[config.mk]
export PLATFORM = sky130hd
export DESIGN_NAME = gregorian_day_number_converter_unit
export DESIGN_NICKNAME = d
export VERILOG_FILES = /design/src/rtl/core/gdn_pkg.sv /design/src/rtl/core/gregorian_day_number_converter_unit.sv /design/src/rtl/core/gdn_d2n.sv /design/src/rtl/core/gdn_n2d.sv /design/src/rtl/core/gdn_skid.sv
export SDC_FILE = /design/constraint.sdc
export NUM_CORES = 2
export LEC_CHECK = 0
export BUFFER_PORTS_ARGS = -buffer_cell sky130_fd_sc_hd__buf_2
export CAP_MARGIN = 20
export CORE_ASPECT_RATIO = 1.4
export CORE_MARGIN = 10
export CORE_UTILIZATION = 50
export DETAILED_ROUTE_END_ITERATION = 10
export GPL_ROUTABILITY_DRIVEN = 0
export MAX_ROUTING_LAYER = met4
export PLACE_DENSITY = 0.68
export SLEW_MARGIN = 20
export SYNTH_ARGS = -nofsm -noshare
export SYNTH_HDL_FRONTEND = slang
export SYNTH_SLANG_ARGS = --single-unit
[constraint.sdc]
create_clock -name clk -period 24.2 [get_ports clk]
set_clock_uncertainty 0.05 [all_clocks]
set_input_delay 2.42 -clock clk [delete_from_list [all_inputs] [get_ports clk]]
set_output_delay 2.42 -clock clk [all_outputs]
set_load 0.01 [all_outputs]
[src/rtl/core/gdn_pkg.sv]
// ----------------------------------------------------------------------------
// Gregorian day number converter package
// Shared field widths, calendar constants, reciprocal constants for the
// constant dividers, the result record and the month tables.
// ----------------------------------------------------------------------------
`default_nettype none

package gdn_pkg;

  // Field widths of the conversion items.
  localparam int unsigned DN_W    = 25;
  localparam int unsigned YEAR_W  = 16;
  localparam int unsigned MONTH_W = 4;
  localparam int unsigned DAY_W   = 5;

  // Register stages from an input transfer to the last pipeline stage.
  localparam int unsigned PIPE_DEPTH = 11;
  // Stages of the date to day number path before its alignment delay.
  localparam int unsigned D2N_DEPTH  = 5;

  // Command codes carried on the input side-band.
  localparam logic CMD_TO_NUM  = 1'b0;
  localparam logic CMD_TO_DATE = 1'b1;

  localparam logic [MONTH_W-1:0] MONTH_JAN = 4'd1;
  localparam logic [MONTH_W-1:0] MONTH_FEB = 4'd2;
  localparam logic [MONTH_W-1:0] MONTH_MAR = 4'd3;
  localparam logic [MONTH_W-1:0] MONTH_DEC = 4'd12;

  // Calendar constants.
  localparam logic [20:0] CJDN_BASE      = 21'd1721119;
  localparam logic [22:0] CJDN_OFFSET4   = 23'd6884477;
  localparam logic [17:0] DAYS_400Y      = 18'd146097;
  localparam logic [15:0] DAYS_100Y_X100 = 16'd36525;
  localparam logic [DN_W-1:0] CJDN_MIN   = 25'd1721426;
  localparam logic [DN_W-1:0] CJDN_MAX   = 25'd25657591;

  // Truncated reciprocals: floor(2^shift / divisor). Each estimate is either
  // exact or one short, so one compare and subtract corrects it. The divide
  // by 100 uses a reciprocal rounded up instead, which is exact over its
  // whole operand range and needs no correction.
  localparam logic [19:0] RECIP_400Y = 20'd940737;   // shift 37, divisor 146097
  localparam logic [13:0] RECIP_100Y = 14'd14698;    // shift 29, divisor 36525
  localparam logic [16:0] RECIP_C100 = 17'd83887;    // shift 23, exact below 91180

  // One conversion result.
  typedef struct packed {
    logic [DN_W-1:0]    day_number;
    logic [YEAR_W-1:0]  year;
    logic [MONTH_W-1:0] month;
    logic [DAY_W-1:0]   day;
    logic               ok;
  } res_t;

  // Day offset of each month within a year that starts in March.
  function automatic logic [8:0] month_start(input logic [MONTH_W-1:0] mon);
    logic [8:0] offs;
    case (mon)
      4'd0:    offs = 9'd0;
      4'd1:    offs = 9'd31;
      4'd2:    offs = 9'd61;
      4'd3:    offs = 9'd92;
      4'd4:    offs = 9'd122;
      4'd5:    offs = 9'd153;
      4'd6:    offs = 9'd184;
      4'd7:    offs = 9'd214;
      4'd8:    offs = 9'd245;
      4'd9:    offs = 9'd275;
      4'd10:   offs = 9'd306;
      4'd11:   offs = 9'd337;
      default: offs = 9'd0;
    endcase
    return offs;
  endfunction

  // Length of a calendar month in a common year.
  function automatic logic [DAY_W-1:0] month_len(input logic [MONTH_W-1:0] m);
    logic [DAY_W-1:0] len;
    case (m)
      4'd1, 4'd3, 4'd5, 4'd7, 4'd8, 4'd10, 4'd12: len = 5'd31;
      4'd4, 4'd6, 4'd9, 4'd11:                    len = 5'd30;
      4'd2:                                       len = 5'd28;
      default:                                    len = 5'd0;
    endcase
    return len;
  endfunction

endpackage

`default_nettype wire

[src/rtl/core/gregorian_day_number_converter_unit.sv]
// ----------------------------------------------------------------------------
// Gregorian day number converter
// Converts a Gregorian date to its chronological Julian day number, with a
// date check, or a day number back to year, month and day.
//
// The request channel (s_axis) carries the command on tuser: the command
// CMD_TO_NUM takes year, month and day, CMD_TO_DATE takes a day number. The
// result channel (m_axis) returns one result per request, in order, with the
// valid flag on tuser; fields that do not belong to the command are zero.
// A request is taken in every cycle while s_axis_tready is high; it drops
// when the skid stage is full. Its result shows on m_axis_tvalid after it
// passes the eleven stages of the day number to date path (two reciprocal
// dividers with a back multiply and a correction each, then the month split)
// and the output register, which adds one more. The date to day number path
// is five stages deep and is delayed to match.
// Reset clears the valid bits of the pipeline, the output register and the
// skid stage. When the receiver stalls, the pipeline keeps running until the
// skid stage holds one extra result; s_axis_tready then drops and every
// stage holds its item until the output transfer completes.
// ----------------------------------------------------------------------------
`default_nettype none

module gregorian_day_number_converter_unit (
  input  wire logic        clk,
  input  wire logic        rst,
  input  wire logic        s_axis_tvalid,
  output logic             s_axis_tready,
  // year [15:0], month [19:16], day [24:20], day_number [49:25], zero [55:50]
  input  wire logic [55:0] s_axis_tdata,
  // cmd [0]
  input  wire logic        s_axis_tuser,
  output logic             m_axis_tvalid,
  input  wire logic        m_axis_tready,
  // out_day_number [24:0], out_year [40:25], out_month [44:41], out_day [49:45],
  // zero [55:50]
  output logic [55:0]      m_axis_tdata,
  // valid_res [0]
  output logic             m_axis_tuser
);

  logic          en;
  logic          d2n_in;
  logic          n2d_in;
  logic          d2n_v;
  logic          n2d_v;
  gdn_pkg::res_t d2n_res;
  gdn_pkg::res_t n2d_res;
  logic          pipe_v;
  gdn_pkg::res_t pipe_res;
  gdn_pkg::res_t out_res;

  assign s_axis_tready = en;

  // Steer each request to the path its command selects.
  assign d2n_in = s_axis_tvalid && (s_axis_tuser == gdn_pkg::CMD_TO_NUM);
  assign n2d_in = s_axis_tvalid && (s_axis_tuser == gdn_pkg::CMD_TO_DATE);

  gdn_d2n u_d2n (
    .clk       (clk),
    .rst       (rst),
    .en        (en),
    .in_valid  (d2n_in),
    .year      (s_axis_tdata[15:0]),
    .month     (s_axis_tdata[19:16]),
    .day       (s_axis_tdata[24:20]),
    .out_valid (d2n_v),
    .res       (d2n_res)
  );

  gdn_n2d u_n2d (
    .clk        (clk),
    .rst        (rst),
    .en         (en),
    .in_valid   (n2d_in),
    .day_number (s_axis_tdata[49:25]),
    .out_valid  (n2d_v),
    .res        (n2d_res)
  );

  // Both paths are equally deep, so at most one holds a result per slot.
  assign pipe_v   = d2n_v || n2d_v;
  assign pipe_res = n2d_v ? n2d_res : d2n_res;

  gdn_skid u_skid (
    .clk       (clk),
    .rst       (rst),
    .in_valid  (pipe_v),
    .in_res    (pipe_res),
    .en        (en),
    .out_valid (m_axis_tvalid),
    .out_ready (m_axis_tready),
    .out_res   (out_res)
  );

  // Pack the result fields, lowest first.
  assign m_axis_tdata = {6'b0, out_res.day, out_res.month, out_res.year,
                         out_res.day_number};
  assign m_axis_tuser = out_res.ok;

  a_paths_exclusive: assert property (@(posedge clk) disable iff (rst)
    !(d2n_v && n2d_v))
    else $error("both conversion paths deliver in the same slot");

endmodule

`default_nettype wire

[src/rtl/core/gdn_d2n.sv]
// ----------------------------------------------------------------------------
// Date to day number pipeline
// Checks a year/month/day date and computes its day number in five stages,
// then delays the result so that it lines up with the day number to date
// pipeline.
// ----------------------------------------------------------------------------
`default_nettype none

module gdn_d2n (
  input  wire logic                         clk,
  input  wire logic                         rst,
  input  wire logic                         en,
  input  wire logic                         in_valid,
  input  wire logic [gdn_pkg::YEAR_W-1:0]   year,
  input  wire logic [gdn_pkg::MONTH_W-1:0]  month,
  input  wire logic [gdn_pkg::DAY_W-1:0]    day,
  output logic                              out_valid,
  output gdn_pkg::res_t                     res
);

  localparam int unsigned DELAY = gdn_pkg::PIPE_DEPTH - gdn_pkg::D2N_DEPTH;

  // Valid bits of the five arithmetic stages.
  logic [gdn_pkg::D2N_DEPTH-1:0] v;

  // Stage 1: shift the year to start in March and check the field ranges.
  logic                          early;
  logic [gdn_pkg::YEAR_W-1:0]    sy1;
  logic [gdn_pkg::MONTH_W-1:0]   mon1;
  logic [gdn_pkg::DAY_W-1:0]     day1;
  logic [gdn_pkg::DAY_W-1:0]     len1;
  logic                          rng1;
  logic                          feb1;
  logic                          y4_1;

  // Stage 2: reciprocal product for the century split.
  logic [32:0]                   prod2;
  logic [gdn_pkg::YEAR_W-1:0]    sy2;
  logic [gdn_pkg::MONTH_W-1:0]   mon2;
  logic [gdn_pkg::DAY_W-1:0]     day2;
  logic [gdn_pkg::DAY_W-1:0]     len2;
  logic                          rng2;
  logic                          feb2;
  logic                          y4_2;

  // Stage 3: centuries, years within the century, leap check.
  logic [9:0]                    qsy;
  logic [9:0]                    cent_next;
  logic [gdn_pkg::YEAR_W-1:0]    hundreds;
  logic [6:0]                    yrs;
  logic                          leap;
  logic [gdn_pkg::DAY_W-1:0]     len_eff;
  logic [9:0]                    qc3;
  logic [6:0]                    yrs3;
  logic [gdn_pkg::MONTH_W-1:0]   mon3;
  logic [gdn_pkg::DAY_W-1:0]     day3;
  logic                          ok3;

  // Stage 4: the three partial sums.
  logic [27:0]                   part1;
  logic [15:0]                   part2;
  logic [gdn_pkg::DN_W-1:0]      part3;
  logic                          ok4;

  // Stage 5: final sum.
  gdn_pkg::res_t                 res5;
  logic [gdn_pkg::DN_W-1:0]      dn;

  // Alignment delay.
  logic [DELAY-1:0]              dv;
  gdn_pkg::res_t                 dres [DELAY];

  // Valid bits move with the data whenever the pipeline advances.
  always_ff @(posedge clk) begin
    if (rst) begin
      v  <= '0;
      dv <= '0;
    end else if (en) begin
      v  <= {v[gdn_pkg::D2N_DEPTH-2:0], in_valid};
      dv <= {dv[DELAY-2:0], v[gdn_pkg::D2N_DEPTH-1]};
    end
  end

  // Stage 1.
  assign early = (month < gdn_pkg::MONTH_MAR);

  always_ff @(posedge clk) begin
    if (en) begin
      sy1  <= early ? year - 16'd1 : year;
      mon1 <= early ? month + 4'd9 : month - gdn_pkg::MONTH_MAR;
      day1 <= day;
      len1 <= gdn_pkg::month_len(month);
      rng1 <= (year != '0) && (month >= gdn_pkg::MONTH_JAN) &&
              (month <= gdn_pkg::MONTH_DEC) && (day != '0);
      feb1 <= (month == gdn_pkg::MONTH_FEB);
      y4_1 <= (year[1:0] == 2'b00);
    end
  end

  // Stage 2.
  always_ff @(posedge clk) begin
    if (en) begin
      prod2 <= 33'(sy1) * 33'(gdn_pkg::RECIP_C100);
      sy2   <= sy1;
      mon2  <= mon1;
      day2  <= day1;
      len2  <= len1;
      rng2  <= rng1;
      feb2  <= feb1;
      y4_2  <= y4_1;
    end
  end

  // Stage 3. For February the shifted year is one less than the year, so a
  // century year shows up as 99 years into the previous century. A century
  // year is leap when its century count is a multiple of four but not of 32.
  always_comb begin
    qsy       = prod2[32:23];
    hundreds  = 16'(qsy) * 16'd100;
    yrs       = 7'(sy2 - hundreds);
    cent_next = qsy + 10'd1;
    leap      = y4_2 && ((yrs != 7'd99) ||
                         ((cent_next[1:0] == 2'b00) && (cent_next[4:0] != 5'd0)));
    len_eff   = (feb2 && leap) ? 5'd29 : len2;
  end

  always_ff @(posedge clk) begin
    if (en) begin
      qc3  <= qsy;
      yrs3 <= yrs;
      mon3 <= mon2;
      day3 <= day2;
      ok3  <= rng2 && (day2 <= len_eff);
    end
  end

  // Stage 4. The years term 36525 * y / 100 equals 365 * y + y / 4.
  always_ff @(posedge clk) begin
    if (en) begin
      part1 <= 28'(qc3) * 28'(gdn_pkg::DAYS_400Y);
      part2 <= 16'(yrs3) * 16'd365 + 16'(yrs3 >> 2);
      part3 <= 25'(gdn_pkg::CJDN_BASE) + 25'(gdn_pkg::month_start(mon3)) + 25'(day3);
      ok4   <= ok3;
    end
  end

  // Stage 5.
  assign dn = 25'(part1 >> 2) + 25'(part2) + part3;

  always_ff @(posedge clk) begin
    if (en) begin
      res5.day_number <= ok4 ? dn : '0;
      res5.year       <= '0;
      res5.month      <= '0;
      res5.day        <= '0;
      res5.ok         <= ok4;
    end
  end

  // Alignment delay to the depth of the other path.
  always_ff @(posedge clk) begin
    if (en) begin
      dres[0] <= res5;
      for (int i = 1; i < DELAY; i++) begin
        dres[i] <= dres[i-1];
      end
    end
  end

  assign out_valid = dv[DELAY-1];
  assign res       = dres[DELAY-1];

  // A date that passed the check always lands inside the supported span.
  a_dn_span: assert property (@(posedge clk) disable iff (rst)
    (out_valid && res.ok) |->
      (res.day_number >= gdn_pkg::CJDN_MIN && res.day_number <= gdn_pkg::CJDN_MAX))
    else $error("day number of a valid date out of span");

  a_dn_zero: assert property (@(posedge clk) disable iff (rst)
    out_valid |-> (res.year == '0 && res.month == '0 && res.day == '0))
    else $error("date fields set by the day number path");

endmodule

`default_nettype wire

[src/rtl/core/gdn_n2d.sv]
// ----------------------------------------------------------------------------
// Day number to date pipeline
// Splits a day number into centuries, years, months and days through
// reciprocal-multiply dividers with a correction step, in eleven stages.
// ----------------------------------------------------------------------------
`default_nettype none

module gdn_n2d (
  input  wire logic                       clk,
  input  wire logic                       rst,
  input  wire logic                       en,
  input  wire logic                       in_valid,
  input  wire logic [gdn_pkg::DN_W-1:0]   day_number,
  output logic                            out_valid,
  output gdn_pkg::res_t                   res
);

  localparam int unsigned N = gdn_pkg::PIPE_DEPTH;

  // Valid and range flags travel together through every stage.
  logic [N-1:0] v;
  logic [N-1:0] ok;
  logic         in_ok;

  // Stage registers.
  logic [26:0] t1, t2, t3;
  logic [46:0] pc2;
  logic [9:0]  q3, qc4, qc5, qc6, qc7, qc8;
  logic [27:0] prod3;
  logic [27:0] diff4;
  logic        ge4;
  logic [17:0] rc4;
  logic [21:0] t5, t6, t7;
  logic [35:0] py6;
  logic [6:0]  qy7, qy8;
  logic [21:0] prody7;
  logic [21:0] diff8;
  logic        ge8;
  logic [15:0] ry8;
  logic [32:0] pidx9;
  logic [16:0] yb9, yb10;
  logic [8:0]  idx;
  logic [8:0]  idx10;
  logic [3:0]  mon;
  logic [3:0]  mon10;
  logic        carry;
  gdn_pkg::res_t res11;

  assign in_ok = (day_number >= gdn_pkg::CJDN_MIN) && (day_number <= gdn_pkg::CJDN_MAX);

  always_ff @(posedge clk) begin
    if (rst) begin
      v <= '0;
    end else if (en) begin
      v <= {v[N-2:0], in_valid};
    end
  end

  always_ff @(posedge clk) begin
    if (en) begin
      ok <= {ok[N-2:0], in_ok};
    end
  end

  // Stage 1: scale and offset the day number.
  always_ff @(posedge clk) begin
    if (en) begin
      t1 <= {day_number, 2'b00} - 27'(gdn_pkg::CJDN_OFFSET4);
    end
  end

  // Stage 2: reciprocal product for the 400-year split.
  always_ff @(posedge clk) begin
    if (en) begin
      pc2 <= 47'(t1) * 47'(gdn_pkg::RECIP_400Y);
      t2  <= t1;
    end
  end

  // Stage 3: back-multiply the century estimate.
  always_ff @(posedge clk) begin
    if (en) begin
      q3    <= pc2[46:37];
      prod3 <= 28'(pc2[46:37]) * 28'(gdn_pkg::DAYS_400Y);
      t3    <= t2;
    end
  end

  // Stage 4: remainder with one correction step.
  always_comb begin
    diff4 = 28'(t3) - prod3;
    ge4   = (diff4 >= 28'(gdn_pkg::DAYS_400Y));
  end

  always_ff @(posedge clk) begin
    if (en) begin
      rc4 <= ge4 ? 18'(diff4 - 28'(gdn_pkg::DAYS_400Y)) : 18'(diff4);
      qc4 <= q3 + 10'(ge4);
    end
  end

  // Stage 5: dividend for the year split.
  always_ff @(posedge clk) begin
    if (en) begin
      t5  <= 22'(rc4[17:2]) * 22'd100 + 22'd99;
      qc5 <= qc4;
    end
  end

  // Stage 6: reciprocal product for the year split.
  always_ff @(posedge clk) begin
    if (en) begin
      py6 <= 36'(t5) * 36'(gdn_pkg::RECIP_100Y);
      t6  <= t5;
      qc6 <= qc5;
    end
  end

  // Stage 7: back-multiply the year estimate.
  always_ff @(posedge clk) begin
    if (en) begin
      qy7    <= py6[35:29];
      prody7 <= 22'(py6[35:29]) * 22'(gdn_pkg::DAYS_100Y_X100);
      t7     <= t6;
      qc7    <= qc6;
    end
  end

  // Stage 8: year remainder with one correction step.
  always_comb begin
    diff8 = t7 - prody7;
    ge8   = (diff8 >= 22'(gdn_pkg::DAYS_100Y_X100));
  end

  always_ff @(posedge clk) begin
    if (en) begin
      ry8 <= ge8 ? 16'(diff8 - 22'(gdn_pkg::DAYS_100Y_X100)) : 16'(diff8);
      qy8 <= qy7 + 7'(ge8);
      qc8 <= qc7;
    end
  end

  // Stage 9: day of the March-based year and the year before month carry.
  always_ff @(posedge clk) begin
    if (en) begin
      pidx9 <= 33'(ry8) * 33'(gdn_pkg::RECIP_C100);
      yb9   <= 17'(qc8) * 17'd100 + 17'(qy8);
    end
  end

  // Stage 10: find the month by comparing against every month start.
  always_comb begin
    idx = pidx9[31:23];
    mon = '0;
    for (int m = 1; m < 12; m++) begin
      if (idx >= gdn_pkg::month_start(4'(m))) begin
        mon = 4'(m);
      end
    end
  end

  always_ff @(posedge clk) begin
    if (en) begin
      idx10 <= idx;
      mon10 <= mon;
      yb10  <= yb9;
    end
  end

  // Stage 11: day of month, and carry of January and February into the
  // following year.
  assign carry = (mon10 >= 4'd10);

  always_ff @(posedge clk) begin
    if (en) begin
      res11.day_number <= '0;
      res11.ok         <= ok[N-2];
      if (ok[N-2]) begin
        res11.year  <= 16'(yb10 + 17'(carry));
        res11.month <= carry ? mon10 - 4'd9 : mon10 + gdn_pkg::MONTH_MAR;
        res11.day   <= 5'(idx10 - gdn_pkg::month_start(mon10) + 9'd1);
      end else begin
        res11.year  <= '0;
        res11.month <= '0;
        res11.day   <= '0;
      end
    end
  end

  assign out_valid = v[N-1];
  assign res       = res11;

  // An accepted day number always gives a real calendar date.
  a_date_legal: assert property (@(posedge clk) disable iff (rst)
    (out_valid && res.ok) |->
      (res.year != '0 && res.month >= gdn_pkg::MONTH_JAN &&
       res.month <= gdn_pkg::MONTH_DEC && res.day != '0))
    else $error("day number converted to an impossible date");

endmodule

`default_nettype wire

[src/rtl/core/gdn_skid.sv]
// ----------------------------------------------------------------------------
// Output register with skid stage
// Holds the result presented on the output channel and catches one more
// result while the receiver stalls, so the pipeline enable is registered.
// ----------------------------------------------------------------------------
`default_nettype none

module gdn_skid (
  input  wire logic      clk,
  input  wire logic      rst,
  input  wire logic      in_valid,
  input  gdn_pkg::res_t  in_res,
  output logic           en,
  output logic           out_valid,
  input  wire logic      out_ready,
  output gdn_pkg::res_t  out_res
);

  logic          skid_valid;
  gdn_pkg::res_t skid_res;
  logic          take;
  logic          slot_free;

  assign en        = !skid_valid;
  assign take      = en && in_valid;
  assign slot_free = out_ready || !out_valid;

  // Control: the skid stage fills only when the output slot is held.
  always_ff @(posedge clk) begin
    if (rst) begin
      out_valid  <= 1'b0;
      skid_valid <= 1'b0;
    end else if (slot_free) begin
      if (skid_valid) begin
        out_valid  <= 1'b1;
        skid_valid <= 1'b0;
      end else begin
        out_valid  <= take;
      end
    end else if (take) begin
      skid_valid <= 1'b1;
    end
  end

  // Payload.
  always_ff @(posedge clk) begin
    if (slot_free) begin
      out_res <= skid_valid ? skid_res : in_res;
    end
    if (!slot_free && take) begin
      skid_res <= in_res;
    end
  end

  a_skid_behind_out: assert property (@(posedge clk) disable iff (rst)
    skid_valid |-> out_valid)
    else $error("skid stage full while output slot empty");

  a_skid_fill_cause: assert property (@(posedge clk) disable iff (rst)
    $rose(skid_valid) |-> $past(out_valid && !out_ready))
    else $error("skid stage filled without a stalled output");

endmodule

`default_nettype wire

After elaboration in Yosys (flattened, before gate mapping)
Memories as Yosys holds them, arrays and structs flattened. A register that Yosys moved wholly into a read port is not among the register bits.
Cells that the tools add are included.

word-level totals
  bits in registers = 829
  memory bits (writable) = 306
  memories = 4
  memory bits (read-only) = 368

cells by class
  mux-type cells = 24
  eq/ne operators = 2
  bitwise gates (word level) = 1
  add/subtract/negate cells = 24
  reduce and logical (&&, ||, !) cells = 27
  multiply operators = 11
  magnitude comparators = 20

memory list
  memory           depth  bits a word  read ports  clocked after memory_dff  wr ports  line           source
  u_d2n.dres       6      51           6           0                         6         gdn_d2n.sv:71  gdn_pkg::res_t dres [DELAY];
  (no name shown)  16     9            1           1                         0         gdn_pkg.sv:58  case (mon)
  (no name shown)  16     9            1           0                         0         gdn_pkg.sv:58
  (no name shown)  16     5            1           1                         0         gdn_pkg.sv:79  case (m)

operators with widths
  kind                                                                      number
  51-bit 2-to-1 mux                                                         2
  27-bit by 20-bit multiplier with 47-bit output (second input constant)    1
  9-bit by 8-bit >= comparator with 1-bit output (second input constant)    4
  22-bit by 13-bit multiplier with 35-bit output (second input constant)    1
  16-bit by 17-bit multiplier with 33-bit output (second input constant)    1
  16-bit by 17-bit multiplier with 32-bit output (second input constant)    1
  16-bit 2-to-1 mux                                                         2
  28-bit by 18-bit >= comparator with 1-bit output (second input constant)  1
  10-bit by 18-bit multiplier with 28-bit output (second input constant)    1
  27-bit by 28-bit subtractor with 28-bit output                            1
  9-bit >= comparator (second input constant)                               3
  10-bit by 18-bit multiplier with 27-bit output (second input constant)    1
  27-bit by 23-bit subtractor with 27-bit output (second input constant)    1
  25-bit by 16-bit adder with 25-bit output                                 1
  25-bit adder                                                              1
  25-bit by 5-bit adder with 25-bit output                                  1
  25-bit by 21-bit >= comparator with 1-bit output (second input constant)  1
  25-bit <= comparator (second input constant)                              1
  21-bit by 9-bit adder with 22-bit output (first input constant)           1
  22-bit by 7-bit adder with 22-bit output (second input constant)          1
  22-bit by 16-bit >= comparator with 1-bit output (second input constant)  1
  7-bit by 16-bit multiplier with 22-bit output (second input constant)     1
  22-bit subtractor                                                         1
  16-bit by 5-bit multiplier with 20-bit output (second input constant)     1
  other kinds (44)                                                          78

Logic depth before layout (Yosys ltp)
  depth in word-level cells = 11
  mapped depth = 25

Hierarchy
Synthesis repeated with hierarchy kept, for this count alone.

unflattened totals
  cell total of the unflattened synthesis = 5536
  area, all modules = 68346.8 um^2

modules (own cells, without submodules)
  module                               cells an instance  area an instance (um^2)  instances
  gdn_n2d                              3583               41111.9                  1
  gdn_d2n                              1719               22306.4                  1
  gdn_skid                             167                3991.3                   1
  gregorian_day_number_converter_unit  67                 937.1                    1

Worst setup path before layout
No wires, ideal clock.

  path type = reg-to-reg
  start point = register u_skid.skid_valid
  end point = register, netlist name u_skid.out_res[41]
  slack = 1207 ps
  clock period less this slack = 22993 ps
  path buffers = 2
  data required time = 23878 ps
  stages on the path, launching flop included = 5
  arrival time = 22671 ps
  setup time = 272 ps
  path through = dfxtp_1 clkbuf_1 inv_2 clkbuf_1 mux2_2

between the ends
  longest elaborated chain between the ends = 1

ends and longest elaborated chain
  what                    line            source
  from (decl)             gdn_skid.sv:19  logic skid_valid;
  from (signal assigned)  gdn_skid.sv:32  skid_valid <= 1'b0;
  from (signal assigned)  gdn_skid.sv:36  skid_valid <= 1'b0;
  from (signal assigned)  gdn_skid.sv:41  skid_valid <= 1'b1;
  51-bit 2-to-1 mux       gdn_skid.sv:48  out_res <= skid_valid ? skid_res : in_res;

No other way between the ends.
A chain may end at the register's enable or synchronous reset.

Final worst setup path
  start point = register u_n2d.t1[13]
  end point = register u_n2d.pc2[45] (data pin)

between the ends
  longest elaborated chain between the ends = 1

ends and longest elaborated chain
  what                                            line           source
  from (decl)                                     gdn_n2d.sv:26  logic [26:0] t1, t2, t3;
  from (signal assigned)                          gdn_n2d.sv:68  t1 <= {day_number, 2'b00} - 27'(gdn_pkg::CJDN_OFFSET4);
  27-bit by 20-bit multiplier with 47-bit output  gdn_n2d.sv:75  pc2 <= 47'(t1) * 47'(gdn_pkg::RECIP_400Y);
  to (signal assigned)                            gdn_n2d.sv:75
  to (decl)                                       gdn_n2d.sv:27  logic [46:0] pc2;

No other way between the ends.

==> run_results.csv <==
group,metric,value,unit
global_routing,first_global_vias,41500,
flow_run,max_cap_viol_count,0,
synthesis,synthTopCellsByArea,"edfxtp_1 37%, ha_1 20%, fa_1 19%",
clock_network,clk_pin_slew,0.06,ns
synthesis,synth-seq-area-share,0.377,
route,antenna_left,0,
synthesis,synthDistinctLibCells,82,
synthesis,synth_xor_area_frac,0.0398,
clock_network,tritoncts,"done",
global_routing,grt_usage,0.170,
global_routing,grt_overflow,0,
clock_network,clock-sinks,849,
sta,setup_violations,0,
worst_setup_path,cp_cell_sequence,"inv_1 -> fa_1 -> inv_1 -> fa_1 -> inv_1 -> fa_1 -> fa_1 -> fa_1 -> inv_1 -> fa_1 -> ha_1 -> ha_1 -> a21o_1 -> a21o_1 -> a211oi_1 -> o21bai_1 -> a221oi_1 -> nor2_1 -> o311ai_0 -> a21oi_1 -> o31a_1 -> nor2_1 -> xnor2_1",
synthesis,synth.avg_cell_area,12.4,um^2
synthesis,synth-seq-cells,849,
clock_network,worstSkewPairLatency,0.70,ns
synthesis,postSynthCellCount,5406,
worst_setup_path,cp.required,24.60,ns
synthesis,synthFlopType,"edfxtp_1",
worst_setup_path,reg2reg_to,"u_n2d.pc2[45]$_DFFE_PN_",
sta,rsz0062_at_grt,"no",
worst_setup_path,worstRegToRegCells,23,
run_status,outcome,"completed",
synthesis,synth_edf_count,816,
route,drtPass1Iterations,5,
clock_network,clockBufferDepth,3,
clock_network,cts-root-buf,"clkbuf_16",
sta,worst_pin_slew,0.944,ns
worst_setup_path,crit_path_top_delay_cell,"edfxtp_1",
clock_network,cts_hold_buf,0,
synthesis,synthesis.area,0.0668,mm^2
hold_path,min_path_type,"flop to flop",
synthesis,synth_most_common_cell,"inv_1",
sta,hold_ws,0.353,ns
sta,finalCritPeriodShare,0.310,
die,boundaryPins,120,
synthesis,synth_compound_area_frac,0.0566,
synthesis,synth_fa_ha_area_frac,0.388,
die,row_count,158,
global_routing,antenna_found_initial,0,
die,die_h,452,um
worst_setup_path,critPathKind,"flop to flop",
layout,final_area,0.0725,mm^2
layout,fin_nets,7333,
worst_setup_path,crit_fanout,8,
global_routing,grt_max_degree,84,
place,hpwl,95.8,mm
place,placedInstanceArea,0.0695,mm^2
synthesis,yosys-top-cells-count,"1086 x inv_1, 1057 x ha_1, 816 x edfxtp_1, 634 x fa_1, 215 x xnor2_1",
place,pre_cts_slack,16.66,ns
synthesis,yosys.area.top_type,"edfxtp_1",
clock_network,htreeDepth,3,
worst_setup_path,reg2reg_setup_slack,16.69,ns
worst_setup_path,critPathBufInv,4,
worst_setup_path,path_delay_family,"adder cells",
sta,fin_ws,16.69,ns
worst_setup_path,startpoint_type,"flop",
synthesis,ys_async_sr_fraction,0,
clock_network,cts_made_buffers,89,
synthesis,yosys_warnings,0,
clock_network,postCtsSetupRepairBufs,0,
sta,timing.final.crit_period,7.51,ns
global_routing,grt_pass1_wl,200,mm
synthesis,synth_top_family_by_area,"adder cells",
worst_setup_path,startpoint,"u_n2d.t1[13]$_DFFE_PN_",
synthesis,synth.top_cell.area_share,0.367,
die,start_util,0.503,
route,drt_iter0_drc,1465,
die,die_w,329,um
worst_setup_path,rr_startpoint,"u_n2d.t1[13]$_DFFE_PN_",
clock_network,cts_resized,0,
sta,drv_slew,0,
die,die-area,0.149,mm^2
route,via_per_inst,5.13,
route,vias,38000,
layout,diodes,0,
die,core,0.133,mm^2
layout,syn_to_final_growth,8.64,%
worst_setup_path,worst_setup_path_end_kind,"flop",
synthesis,yosys.area_share.simple,0.0594,
place,io_buffer_count,107,
route,drt-wirelength-per-cell,15.9,um
worst_setup_path,slowest_delay,0.80,ns
worst_setup_path,cp.depth,23,
sta,relSlewSlack,0.371,
worst_setup_path,cp.arrival,7.91,ns
sta,hold_violations,0,
layout,drive_gt1_frac,0.0651,
route,drt_drc_violations_left,0,
sta,fmax,0.133,GHz
route,routed_wl,118,mm
worst_setup_path,cp_common_cell,"fa_1",
synthesis,muxShareOfSynthArea,0.0148,
worst_setup_path,crit_path_end,"u_n2d.pc2[45]$_DFFE_PN_",
sta,fin_setup_tns,0,ns
[cell usage in the layout (no fill, tap or decap), types with 35 or more instances in the layout]
cell type,Yosys,routed
a21o_1,64,64
a21oi_1,167,167
and2_1,70,70
buf_2,0,107
clkbuf_16,0,89
edfxtp_1,816,816
fa_1,634,634
ha_1,1057,1057
inv_1,1086,1086
mux2_2,60,60
nand2_1,126,126
nand3_1,63,63
nor2_1,170,170
nor2b_1,63,63
nor3_1,77,76
o21a_1,35,35
o21ai_0,103,103
xnor2_1,215,215
xor2_1,86,86
[cell families (layout without fill, tap and decap cells)]
kind of cell               count (synthesis)  in the layout
other                                      1              7
xor gates and xnor gates                 302            302
and+or+nand+nor                          765            765
DFF                                      849            849
AOI/OAI and AO/OA                        573            573
buffers and inverters                   1132           1374
muxes                                     91             91
adders and majority gates               1693           1693
[worst register-to-register path: stages, from the launching register on]
cell and delay, ns:
edfxtp_1 0.80, inv_1 0.20, fa_1 0.52, inv_1 0.06, fa_1 0.49, inv_1 0.06, fa_1 0.50, fa_1 0.52
fa_1 0.55, inv_1 0.06, fa_1 0.47, ha_1 0.31, ha_1 0.33, a21o_1 0.16, a21o_1 0.17, a211oi_1 0.25
o21bai_1 0.09, a221oi_1 0.29, nor2_1 0.10, o311ai_0 0.50, a21oi_1 0.23, o31a_1 0.34, nor2_1 0.12, xnor2_1 0.10
[stage by stage]
step / instances / utilization
floorplan: 5412 / -
global placement: 7250 / 0.524
detailed placement: 7250 / 0.524
CTS: 7414 / 0.547
global route: 7414 / 0.547
finish: 7414 / 0.547
[how the worst min path moves through the flow]
stage	startpoint	end	slack [ns]	cells past startpoint
floorplan	u_d2n.day1[0]$_DFFE_PN_	u_d2n.day2[0]$_DFFE_PN_	0.35	0
global placement	u_n2d.t2[22]$_DFFE_PN_	u_n2d.t3[22]$_DFFE_PN_	0.35	0
detailed placement	u_d2n.res5[45]$_SDFFCE_PN0N_	u_d2n.dres[0][45]$_DFFE_PN_	0.35	0
CTS	u_n2d.ok[6]$_DFFE_PN_	u_n2d.ok[7]$_DFFE_PN_	0.36	0
global route	u_n2d.t2[14]$_DFFE_PN_	u_n2d.t3[14]$_DFFE_PN_	0.35	0
finish	u_n2d.t2[14]$_DFFE_PN_	u_n2d.t3[14]$_DFFE_PN_	0.35	0
[flip-flops by register name, indices dropped and copies added (netlist names), 21 cells and up, named ones only]
name and count:
u_d2n.dres 156, u_n2d.t3 25, u_n2d.prody7 22, u_n2d.prod3 28, u_d2n.res5 26, u_d2n.part1 25
u_n2d.t2 21, u_skid.out_res 51, u_n2d.res 26, u_n2d.t1 25, u_skid.skid_res 51
[final cells by class]
class	count	area, um^2
tap	1760	2200
clock inverter	59	787
clock buffer	105	2290
inverter	1087	4090
fill	11000	60100
timing repair buffer	123	656
multi-input combinational	3431	37400
sequential	849	25200
[routing by layer]
layer  global-route usage  vias up  wire length, um
li1                     -    18700                -
met1                0.181    18700            46000
met2                0.321      459            65300
met3               0.0184      202             2940
met4               0.0572        0             3780
met5                    -        -                0
Power is left out: the tool's default activity adds up to more than one toggle a clock period on the data nets, which glitch-free logic cannot reach.
